### src/sv/rau_pkg.sv
// ---------------------------------------------------------------------------
// rau_pkg
// shared types, operation codes and command/status structs
// ---------------------------------------------------------------------------
package rau_pkg;

    localparam int WIDTH = 32;
    localparam int CNT_W = $clog2(WIDTH + 1);

    typedef enum logic [2:0] {
        FUNC_ADD   = 3'd0,
        FUNC_SUB   = 3'd1,
        FUNC_MUL   = 3'd2,
        FUNC_DIV   = 3'd3,
        FUNC_CANON = 3'd4,
        FUNC_QUICK = 3'd5,
        FUNC_NEG   = 3'd6,
        FUNC_NONE  = 3'd7
    } func_t;

    // datapath operations requested by the controller
    typedef enum logic [3:0] {
        OP_IDLE   = 4'd0,
        OP_LOAD   = 4'd1,  // capture operands
        OP_MUL_A  = 4'd2,  // first product into x
        OP_MUL_B  = 4'd3,  // second product, combine or into y
        OP_MUL_C  = 4'd4,  // denominator product for add/sub
        OP_PREP   = 4'd5,  // zero checks, magnitudes, gcd setup
        OP_GCD    = 4'd6,  // one step of binary gcd
        OP_DIVS   = 4'd7,  // one restoring division step (both quotients)
        OP_FIX    = 4'd8   // apply signs, make denominator positive
    } op_t;

    typedef struct packed {
        op_t  op;
        logic div_init;
    } rau_cmd_t;

    typedef struct packed {
        logic gcd_done;
        logic div_done;
        logic early;     // result already final (zero or quick case)
        logic two_mul;   // add/sub with unequal denominators
        logic one_mul;   // mul or div
    } rau_sts_t;

endpackage

### src/sv/rational_arithmetic_unit.sv
// ---------------------------------------------------------------------------
// rational_arithmetic_unit
// reduced rational add, sub, mul, div, canonicalize and negate
// ---------------------------------------------------------------------------
// sequence: zero, quick and unused cases go from the check state straight to
// output; mul/div then run S_MULA and S_MULB, add/sub with unequal
// denominators also S_MULC, then prep, binary gcd steps until both operands
// match, the serial divide, sign fix and output; one request at a time, and
// the next request can be taken from the cycle after the result handshake
// reset: asynchronous active-low clears the sequencer and datapath registers
// ---------------------------------------------------------------------------
module rational_arithmetic_unit
    import rau_pkg::*;
(
    input  logic         clk,
    input  logic         rst_n,
    input  logic         s_tvalid,
    output logic         s_tready,
    // func[2:0], left_numer[34:3], left_denom[66:35], right_numer[98:67],
    // right_denom[130:99], zero fill to 136
    input  logic [135:0] s_tdata,
    output logic         m_tvalid,
    input  logic         m_tready,
    // result_numer[31:0], result_denom[63:32]
    output logic [63:0]  m_tdata
);

    rau_cmd_t cmd;
    rau_sts_t sts;
    logic     busy;
    logic     in_fire, out_fire;
    logic [31:0] rn, rd;

    assign s_tready = !busy;
    assign in_fire  = s_tvalid && s_tready;
    assign out_fire = m_tvalid && m_tready;
    assign m_tdata  = {rd, rn};

    rau_ctrl u_ctrl (
        .clk(clk), .rst_n(rst_n), .in_fire(in_fire), .out_fire(out_fire),
        .sts(sts), .cmd(cmd), .busy(busy), .out_valid(m_tvalid)
    );

    rau_datapath u_dp (
        .clk(clk), .rst_n(rst_n), .cmd(cmd), .sts(sts),
        .func(s_tdata[2:0]),
        .left_numer(s_tdata[34:3]), .left_denom(s_tdata[66:35]),
        .right_numer(s_tdata[98:67]), .right_denom(s_tdata[130:99]),
        .result_numer(rn), .result_denom(rd)
    );

`ifndef ASSERT_OFF
    // result held while waiting
    a_hold: assert property (@(posedge clk) disable iff (!rst_n)
        m_tvalid && !m_tready |=> $stable(m_tdata))
        else $error("result changed while stalled");
    // no new request while a result is pending
    a_excl: assert property (@(posedge clk) disable iff (!rst_n)
        m_tvalid |-> !s_tready)
        else $error("input taken while result pending");
`endif

endmodule

### src/sv/rau_datapath.sv
// ---------------------------------------------------------------------------
// rau_datapath
// operand registers, shared multiplier, binary gcd and serial divider
// ---------------------------------------------------------------------------
module rau_datapath
    import rau_pkg::*;
(
    input  logic        clk,
    input  logic        rst_n,
    input  rau_cmd_t    cmd,
    output rau_sts_t    sts,
    input  logic [2:0]  func,
    input  logic [31:0] left_numer,
    input  logic [31:0] left_denom,
    input  logic [31:0] right_numer,
    input  logic [31:0] right_denom,
    output logic [31:0] result_numer,
    output logic [31:0] result_denom
);

    logic [WIDTH-1:0] nl_reg, dl_reg, nr_reg, dr_reg;
    func_t            f_reg;
    logic [WIDTH-1:0] x_reg, y_reg;       // numerator, denominator before reduction
    logic [WIDTH-1:0] ga_reg, gb_reg;     // gcd operands
    logic [CNT_W-1:0] sh_reg;             // common power of two
    logic [WIDTH-1:0] g_reg;
    logic [WIDTH-1:0] qn_reg, qd_reg, rn_reg, rd_reg, mn_reg, md_reg;
    logic [CNT_W-1:0] bit_reg;
    logic             sn_reg, sd_reg, early_reg;
    logic [WIDTH-1:0] on_reg, od_reg;

    func_t            fn;
    logic [WIDTH-1:0] ln_w, ld_w, rn_w, rd_w;
    logic             zero_case;
    logic [WIDTH-1:0] mul_a, mul_b, prod;
    logic [WIDTH-1:0] an, ad, gsub;
    logic             ga_gt;
    logic [WIDTH:0]   trn, trd;
    logic [WIDTH-1:0] qn_s, qd_s;

    assign fn   = func_t'(func);
    assign ln_w = WIDTH'(signed'(left_numer));
    assign ld_w = WIDTH'(signed'(left_denom));
    assign rn_w = WIDTH'(signed'(right_numer));
    assign rd_w = WIDTH'(signed'(right_denom));

    // operand combinations that give 0/1 straight away
    assign zero_case = (ld_w == '0) ||
                       (((fn == FUNC_ADD) || (fn == FUNC_SUB) || (fn == FUNC_MUL)) &&
                        (rd_w == '0)) ||
                       ((fn == FUNC_DIV) && (rn_w == '0)) ||
                       (fn == FUNC_NONE);

    assign prod = mul_a * mul_b;

    always_comb
    begin
        mul_a = nl_reg;
        mul_b = dr_reg;
        unique case (cmd.op)
            OP_MUL_A:
            begin
                mul_a = nl_reg;
                mul_b = (f_reg == FUNC_MUL) ? nr_reg : dr_reg;
            end
            OP_MUL_B:
            begin
                mul_a = dl_reg;
                mul_b = (f_reg == FUNC_MUL) ? dr_reg : nr_reg;
            end
            OP_MUL_C:
            begin
                mul_a = dl_reg;
                mul_b = dr_reg;
            end
            default: ;
        endcase
    end

    assign an = x_reg[WIDTH-1] ? (~x_reg + 1'b1) : x_reg;
    assign ad = y_reg[WIDTH-1] ? (~y_reg + 1'b1) : y_reg;
    assign ga_gt = (ga_reg > gb_reg);
    assign gsub  = ga_gt ? (ga_reg - gb_reg) : (gb_reg - ga_reg);
    assign trn = {rn_reg, mn_reg[WIDTH-1]} - {1'b0, g_reg};
    assign trd = {rd_reg, md_reg[WIDTH-1]} - {1'b0, g_reg};
    assign qn_s = sn_reg ? (~qn_reg + 1'b1) : qn_reg;
    assign qd_s = sd_reg ? (~qd_reg + 1'b1) : qd_reg;

    assign sts.gcd_done = (ga_reg == gb_reg);
    assign sts.div_done = (bit_reg == CNT_W'(WIDTH));
    assign sts.early    = early_reg;
    assign sts.one_mul  = (f_reg == FUNC_MUL) || (f_reg == FUNC_DIV);
    assign sts.two_mul  = ((f_reg == FUNC_ADD) || (f_reg == FUNC_SUB)) && (dl_reg != dr_reg);

    always_ff @(posedge clk or negedge rst_n)
    begin
        if (!rst_n)
        begin
            nl_reg    <= '0;
            dl_reg    <= '0;
            nr_reg    <= '0;
            dr_reg    <= '0;
            f_reg     <= FUNC_ADD;
            x_reg     <= '0;
            y_reg     <= '0;
            ga_reg    <= '0;
            gb_reg    <= '0;
            sh_reg    <= '0;
            g_reg     <= '0;
            qn_reg    <= '0;
            qd_reg    <= '0;
            rn_reg    <= '0;
            rd_reg    <= '0;
            mn_reg    <= '0;
            md_reg    <= '0;
            bit_reg   <= '0;
            sn_reg    <= 1'b0;
            sd_reg    <= 1'b0;
            early_reg <= 1'b0;
            on_reg    <= '0;
            od_reg    <= '0;
        end
        else
        begin
            unique case (cmd.op)
                OP_LOAD:
                begin
                    nl_reg <= ln_w;
                    dl_reg <= ld_w;
                    nr_reg <= rn_w;
                    dr_reg <= rd_w;
                    f_reg  <= fn;
                    y_reg  <= ld_w;
                    unique case (fn)
                        FUNC_ADD: x_reg <= ln_w + rn_w;
                        FUNC_SUB: x_reg <= ln_w - rn_w;
                        FUNC_NEG: x_reg <= -ln_w;
                        default:  x_reg <= ln_w;
                    endcase
                    early_reg <= zero_case || (fn == FUNC_QUICK);
                    if (zero_case)
                    begin
                        on_reg <= '0;
                        od_reg <= WIDTH'(1);
                    end
                    else if (fn == FUNC_QUICK)
                    begin
                        on_reg <= ld_w[WIDTH-1] ? -ln_w : ln_w;
                        od_reg <= ld_w[WIDTH-1] ? -ld_w : ld_w;
                    end
                end
                OP_MUL_A: x_reg <= prod;
                OP_MUL_B:
                begin
                    unique case (f_reg)
                        FUNC_ADD: x_reg <= x_reg + prod;
                        FUNC_SUB: x_reg <= x_reg - prod;
                        default:  y_reg <= prod;
                    endcase
                end
                OP_MUL_C: y_reg <= prod;
                OP_PREP:
                begin
                    if ((x_reg == '0) || (y_reg == '0))
                    begin
                        early_reg <= 1'b1;
                        on_reg <= '0;
                        od_reg <= WIDTH'(1);
                    end
                    ga_reg <= an;
                    gb_reg <= ad;
                    sh_reg <= '0;
                    mn_reg <= an;
                    md_reg <= ad;
                    sn_reg <= x_reg[WIDTH-1];
                    sd_reg <= y_reg[WIDTH-1];
                end
                OP_GCD:
                begin
                    // halve evens; both odd: larger becomes half their difference
                    priority if (!ga_reg[0] && !gb_reg[0])
                    begin
                        ga_reg <= ga_reg >> 1;
                        gb_reg <= gb_reg >> 1;
                        sh_reg <= sh_reg + 1'b1;
                    end
                    else if (!ga_reg[0])
                        ga_reg <= ga_reg >> 1;
                    else if (!gb_reg[0])
                        gb_reg <= gb_reg >> 1;
                    else if (ga_gt)
                        ga_reg <= gsub >> 1;
                    else
                        gb_reg <= gsub >> 1;
                end
                OP_DIVS:
                begin
                    if (cmd.div_init)
                    begin
                        g_reg <= ga_reg << sh_reg;
                        bit_reg <= '0;
                        rn_reg <= '0;
                        rd_reg <= '0;
                    end
                    else
                    begin
                        rn_reg <= trn[WIDTH] ? {rn_reg[WIDTH-2:0], mn_reg[WIDTH-1]}
                                             : trn[WIDTH-1:0];
                        rd_reg <= trd[WIDTH] ? {rd_reg[WIDTH-2:0], md_reg[WIDTH-1]}
                                             : trd[WIDTH-1:0];
                        qn_reg <= {qn_reg[WIDTH-2:0], ~trn[WIDTH]};
                        qd_reg <= {qd_reg[WIDTH-2:0], ~trd[WIDTH]};
                        mn_reg <= {mn_reg[WIDTH-2:0], 1'b0};
                        md_reg <= {md_reg[WIDTH-2:0], 1'b0};
                        bit_reg <= bit_reg + 1'b1;
                    end
                end
                OP_FIX:
                begin
                    on_reg <= qd_s[WIDTH-1] ? -qn_s : qn_s;
                    od_reg <= qd_s[WIDTH-1] ? -qd_s : qd_s;
                end
                default: ;
            endcase
        end
    end

    assign result_numer = 32'(signed'(on_reg));
    assign result_denom = 32'(signed'(od_reg));

endmodule

### src/sv/rau_ctrl.sv
// ---------------------------------------------------------------------------
// rau_ctrl
// sequencer for load, multiply, gcd, divide and output handshake
// ---------------------------------------------------------------------------
module rau_ctrl
    import rau_pkg::*;
(
    input  logic     clk,
    input  logic     rst_n,
    input  logic     in_fire,
    input  logic     out_fire,
    input  rau_sts_t sts,
    output rau_cmd_t cmd,
    output logic     busy,
    output logic     out_valid
);

    typedef enum logic [3:0] {
        S_IDLE, S_CHK, S_MULA, S_MULB, S_MULC, S_PREP, S_PCHK,
        S_GCD, S_DINIT, S_DIV, S_FIX, S_OUT
    } state_t;

    state_t state_reg, state_next;

    always_comb
    begin
        state_next = state_reg;
        cmd.op = OP_IDLE;
        cmd.div_init = 1'b0;
        unique case (state_reg)
            S_IDLE:
            begin
                if (in_fire)
                begin
                    cmd.op = OP_LOAD;
                    state_next = S_CHK;
                end
            end
            S_CHK:
            begin
                if (sts.early)
                    state_next = S_OUT;
                else if (sts.one_mul || sts.two_mul)
                    state_next = S_MULA;
                else
                    state_next = S_PREP;
            end
            S_MULA:
            begin
                cmd.op = OP_MUL_A;
                state_next = S_MULB;
            end
            S_MULB:
            begin
                cmd.op = OP_MUL_B;
                state_next = sts.two_mul ? S_MULC : S_PREP;
            end
            S_MULC:
            begin
                cmd.op = OP_MUL_C;
                state_next = S_PREP;
            end
            S_PREP:
            begin
                cmd.op = OP_PREP;
                state_next = S_PCHK;
            end
            S_PCHK:  state_next = sts.early ? S_OUT : S_GCD;
            S_GCD:
            begin
                if (sts.gcd_done)
                    state_next = S_DINIT;
                else
                    cmd.op = OP_GCD;
            end
            S_DINIT:
            begin
                cmd.op = OP_DIVS;
                cmd.div_init = 1'b1;
                state_next = S_DIV;
            end
            S_DIV:
            begin
                if (sts.div_done)
                    state_next = S_FIX;
                else
                    cmd.op = OP_DIVS;
            end
            S_FIX:
            begin
                cmd.op = OP_FIX;
                state_next = S_OUT;
            end
            S_OUT:
            begin
                if (out_fire)
                    state_next = S_IDLE;
            end
            default: state_next = S_IDLE;
        endcase
    end

    always_ff @(posedge clk or negedge rst_n)
    begin
        if (!rst_n)
            state_reg <= S_IDLE;
        else
            state_reg <= state_next;
    end

    assign busy      = (state_reg != S_IDLE);
    assign out_valid = (state_reg == S_OUT);

endmodule

### config.mk
export PLATFORM = sky130hd
export DESIGN_NAME = rational_arithmetic_unit
export DESIGN_NICKNAME = d
export VERILOG_FILES = /design/src/sv/rau_pkg.sv /design/src/sv/rational_arithmetic_unit.sv /design/src/sv/rau_datapath.sv /design/src/sv/rau_ctrl.sv
export SDC_FILE = /design/constraint.sdc
export NUM_CORES = 2
export LEC_CHECK = 0
export ABC_AREA = 1
export BUFFER_PORTS_ARGS = -buffer_cell sky130_fd_sc_hd__buf_2
export CAP_MARGIN = 10
export CORE_AREA = 2 2 327 329
export CTS_CLUSTER_SIZE = 25
export DETAILED_ROUTE_END_ITERATION = 16
export DIE_AREA = 0 0 329 331
export PLACE_DENSITY = 0.81
export SYNTH_ARGS = -nofsm -noshare
export SYNTH_HDL_FRONTEND = slang
export SYNTH_SLANG_ARGS = --single-unit
### constraint.sdc
create_clock -name clk -period 9.7 [get_ports clk]
set_clock_uncertainty 0.05 [all_clocks]
set_input_delay 0.485 -clock clk [delete_from_list [all_inputs] [get_ports clk]]
set_output_delay 0.485 -clock clk [all_outputs]
set_load 0.01 [all_outputs]
==> impl_metrics.json <==
{
  "syn-instance-count": 8830,
  "cts_buffers": 72,
  "hold_viol_final": 0,
  "clock-root-buffer": "clkbuf_16",
  "ant_nets": 0,
  "ys_ff_latch": 566,
  "synth_largest_type_area_fraction": 0.229,
  "area.growth.synth_to_final_pct": 15.9,
  "cp.arrival_ns": 10.24,
  "timing.critical_path.slowest_cell_delay_ns": 0.60,
  "hold_path_startpoint": "s_tdata[114]",
  "yosys.cell_types.count": 69,
  "avgSynthCellArea_sq_um": 7.00,
  "largest_net_degree_at_the_start_of_global_routing": 153,
  "design.portCount": 206,
  "cp-start-kind": "flip-flop",
  "grt_antenna_before_repair": 19,
  "rsz0062_at_grt": "yes",
  "grtUsageTotal": 0.438,
  "cts-root-to-sink-buffers": 3,
  "cp-end-kind": "flip-flop",
  "yosysSeqAreaShare": 0.229,
  "routedWlPerCell_microns": 22.6,
  "final_instance_count_excl_fillers": 10800,
  "gp_congestion": 1.05,
  "largest_area_contributor_in_the_synthesized_netlist": "dfrtp_1",
  "critical-path-top-cell-by-count": "fa_1",
  "post-place-cells": 10600,
  "first_global_vias": 61100,
  "start_util": 0.589,
  "dr.pass1.iters": 6,
  "synthesis.yosys.warnings": 0,
  "overflow": 0,
  "post-route-period-util": 1.00,
  "min_period_ns": 9.73,
  "detail_route.drc_violations": 0,
  "placement_rows": 119,
  "grt_pass1_wl_mm": 363,
  "run_status": "complete, but fails checks",
  "filler_cell_count": 9045,
  "worst-path-max-fanout": 12,
  "avgViaCountPerCell": 6.01,
  "final_core_utilization": 0.682,
  "synth-edff-count": 0,
  "synthArstFlopShare": 1.00,
  "timing.hold.worst.class": "input port to flip-flop",
  "worst_slew_pin_slew_ns": 1.19,
  "r2r-start": "u_ctrl.state_reg[2]",
  "final_critical_path_setup_slack_ns": -0.0293,
  "clkTransAtPathRegs_ns": 0.06,
  "number_of_nets_in_the_final_layout": 10200,
  "detailedRoute.firstIterationViolations": 7937,
  "ctsHtreeMaxLevel": 3,
  "chipHeight_microns": 331,
  "synth_nets": 9709,
  "final.hold.worst_slack_ns": 0.0317,
  "count_of_buffers_from_port_buffering": 200,
  "postSynth.topFlopCell": "dfrtp_1",
  "totalWireLength_mm": 244,
  "maxSlewHeadroom": 0.185,
  "dp_worst_setup_slack_ns": -0.281,
  "yosys-top-cells-area": "dfrtp_1 23%, fa_1 13%, nand2_1 12%",
  "place.detailed.hpwl_mm": 192,
  "clock_sinks": 566,
  "detailed_route_via_count": 64700,
  "crit_start": "u_ctrl.state_reg[2]",
  "tritoncts": "built",
  "violations": "negative setup slack",
  "timing.final.setup_violations": 1,
  "number_of_slew_limit_violations_in_the_final_report": 0,
  "path_class": "flip-flop to flip-flop",
  "design.die.area_sq_um": 109000,
  "netlist_area_sq_um": 61800,
  "design.core.area_sq_um": 105000,
  "die_x_microns": 329,
  "final_layout_size_suffix_gt1_frac": 0.133,
  "seqCellArea_sq_um": 14200,
  "clk_latency_ns": 0.67,
  "worstPathRequired_ns": 10.22,
  "critical-path-slowest-cell": "fa_2",
  "area_used_by_multi_input_combinational_logic_sq_um": 42200,
  "cap_viol_max_count": 0,
  "timing.fmax_mhz": 103
}
[final cells by class]
| cell class | count | area share |
|---|---|---|
| Clock inverter | 31 | 0.00687 |
| Sequential cell | 566 | 0.198 |
| Tap cell | 1391 | 0.0243 |
| Inverter | 1377 | 0.0725 |
| Clock buffer | 94 | 0.0278 |
| Antenna cell | 13 | 0.000454 |
| Timing Repair Buffer | 768 | 0.0813 |
| Multi-Input combinational cell | 6524 | 0.589 |
[path summary, 6_finish.rpt]
| path | end | slack, ns | cells after the start |
|---|---|---|---|
| max | u_dp.x_reg[31] | -0.03 | 47 |
| min | u_dp.dr_reg[15] | 0.03 | 3 |
| max reg2reg | u_dp.x_reg[31] | -0.03 | 47 |
| min reg2reg | u_dp.result_numer[11] | 0.43 | 2 |
| max in group asynchronous | u_dp.g_reg[28] | 6.89 | 4 |
| min in group asynchronous | u_dp.rd_reg[4] | 0.39 | 2 |
[cells by family (layout without fill, tap and decap cells)]
logic type	Yosys count	count (layout)	share of synthesized area
other cells	0	13	0
mux	18	18	0.00294
compound gates	1800	1800	0.167
flops	566	566	0.229
fa+ha+maj	739	739	0.200
buf+inv	1742	2270	0.108
xor+xnor	399	399	0.0566
simple gates	3566	3568	0.236
[metrics by stage]
| step | setup TNS (ns) | cell area [sq um] |
|---|---|---|
| 3_5_place_dp | -1.35 | 67500 |
| 5_1_grt | -1.48 | 71600 |
| 6_report | -0.0293 | 71600 |
| 2_1_floorplan | 0 | 61800 |
| 3_3_place_gp | -0.337 | 67500 |
| 4_1_cts | 0 | 70300 |
[worst max-delay path: cells and delay by family (launching register included)]
kind / cells / cell delay [ns]
AND/OR/NAND/NOR: 17 / 1.82
AO/OA/AOI/OAI: 7 / 1.28
XOR/XNOR: 2 / 0.41
adder cells (fa/ha/maj): 10 / 4.35
buffers and inverters: 11 / 1.28
flip-flops: 1 / 0.42
[cell usage in the layout (no fill, tap or decap), drive strengths merged, types with 325 or more instances in the layout]
cell type	synthesis	routed
inv	1361	1370
ha	325	325
fa	414	414
nand2	1979	1981
nor2	891	891
nand3	420	420
a21oi	487	487
o21ai	822	822
dfrtp	566	566
buf	84	758
[layer usage]
metal  routed length (microns)  track usage  vias up
met4                     13800        0.208       16
met1                     96100        0.595    30800
met2                    104000        0.651     3715
met3                     29800        0.115      749
li1                          -            -    29400
met5                       102            0        -
[cells in the mapped netlist, types with 17 or more instances]
library cell / count
nor2_1: 884
nand2_1: 1970
nor3_1: 91
a21oi_1: 485
o21ai_2: 19
or2_2: 36
o21a_1: 18
a21o_1: 18
buf_1: 21
o211ai_1: 107
nand3_1: 417
o22ai_1: 64
inv_2: 31
a31oi_1: 89
xor2_1: 322
o31ai_1: 25
inv_1: 1330
xnor2_1: 77
o21ai_0: 758
mux2i_1: 17
ha_1: 325
dfrtp_1: 566
a22oi_1: 26
nor4_1: 39
nand4_1: 80
fa_1: 414
o221ai_1: 60
o21ai_1: 43
buf_2: 48
clkbuf_1: 274
[timing repair]
item / in CTS / in global routing
hold buffers: 9 / 0
endpoints found under the hold margin: 85 / 0
setup buffers: 0 / 28
gates cloned: 1 / 2
setup endpoints to repair: 9 / 17
pin swaps: 4 / 87
gates resized for setup: 61 / 267
Power is left out: the tool's default activity adds up to more than one toggle a clock period on the data nets, which glitch-free logic cannot reach.
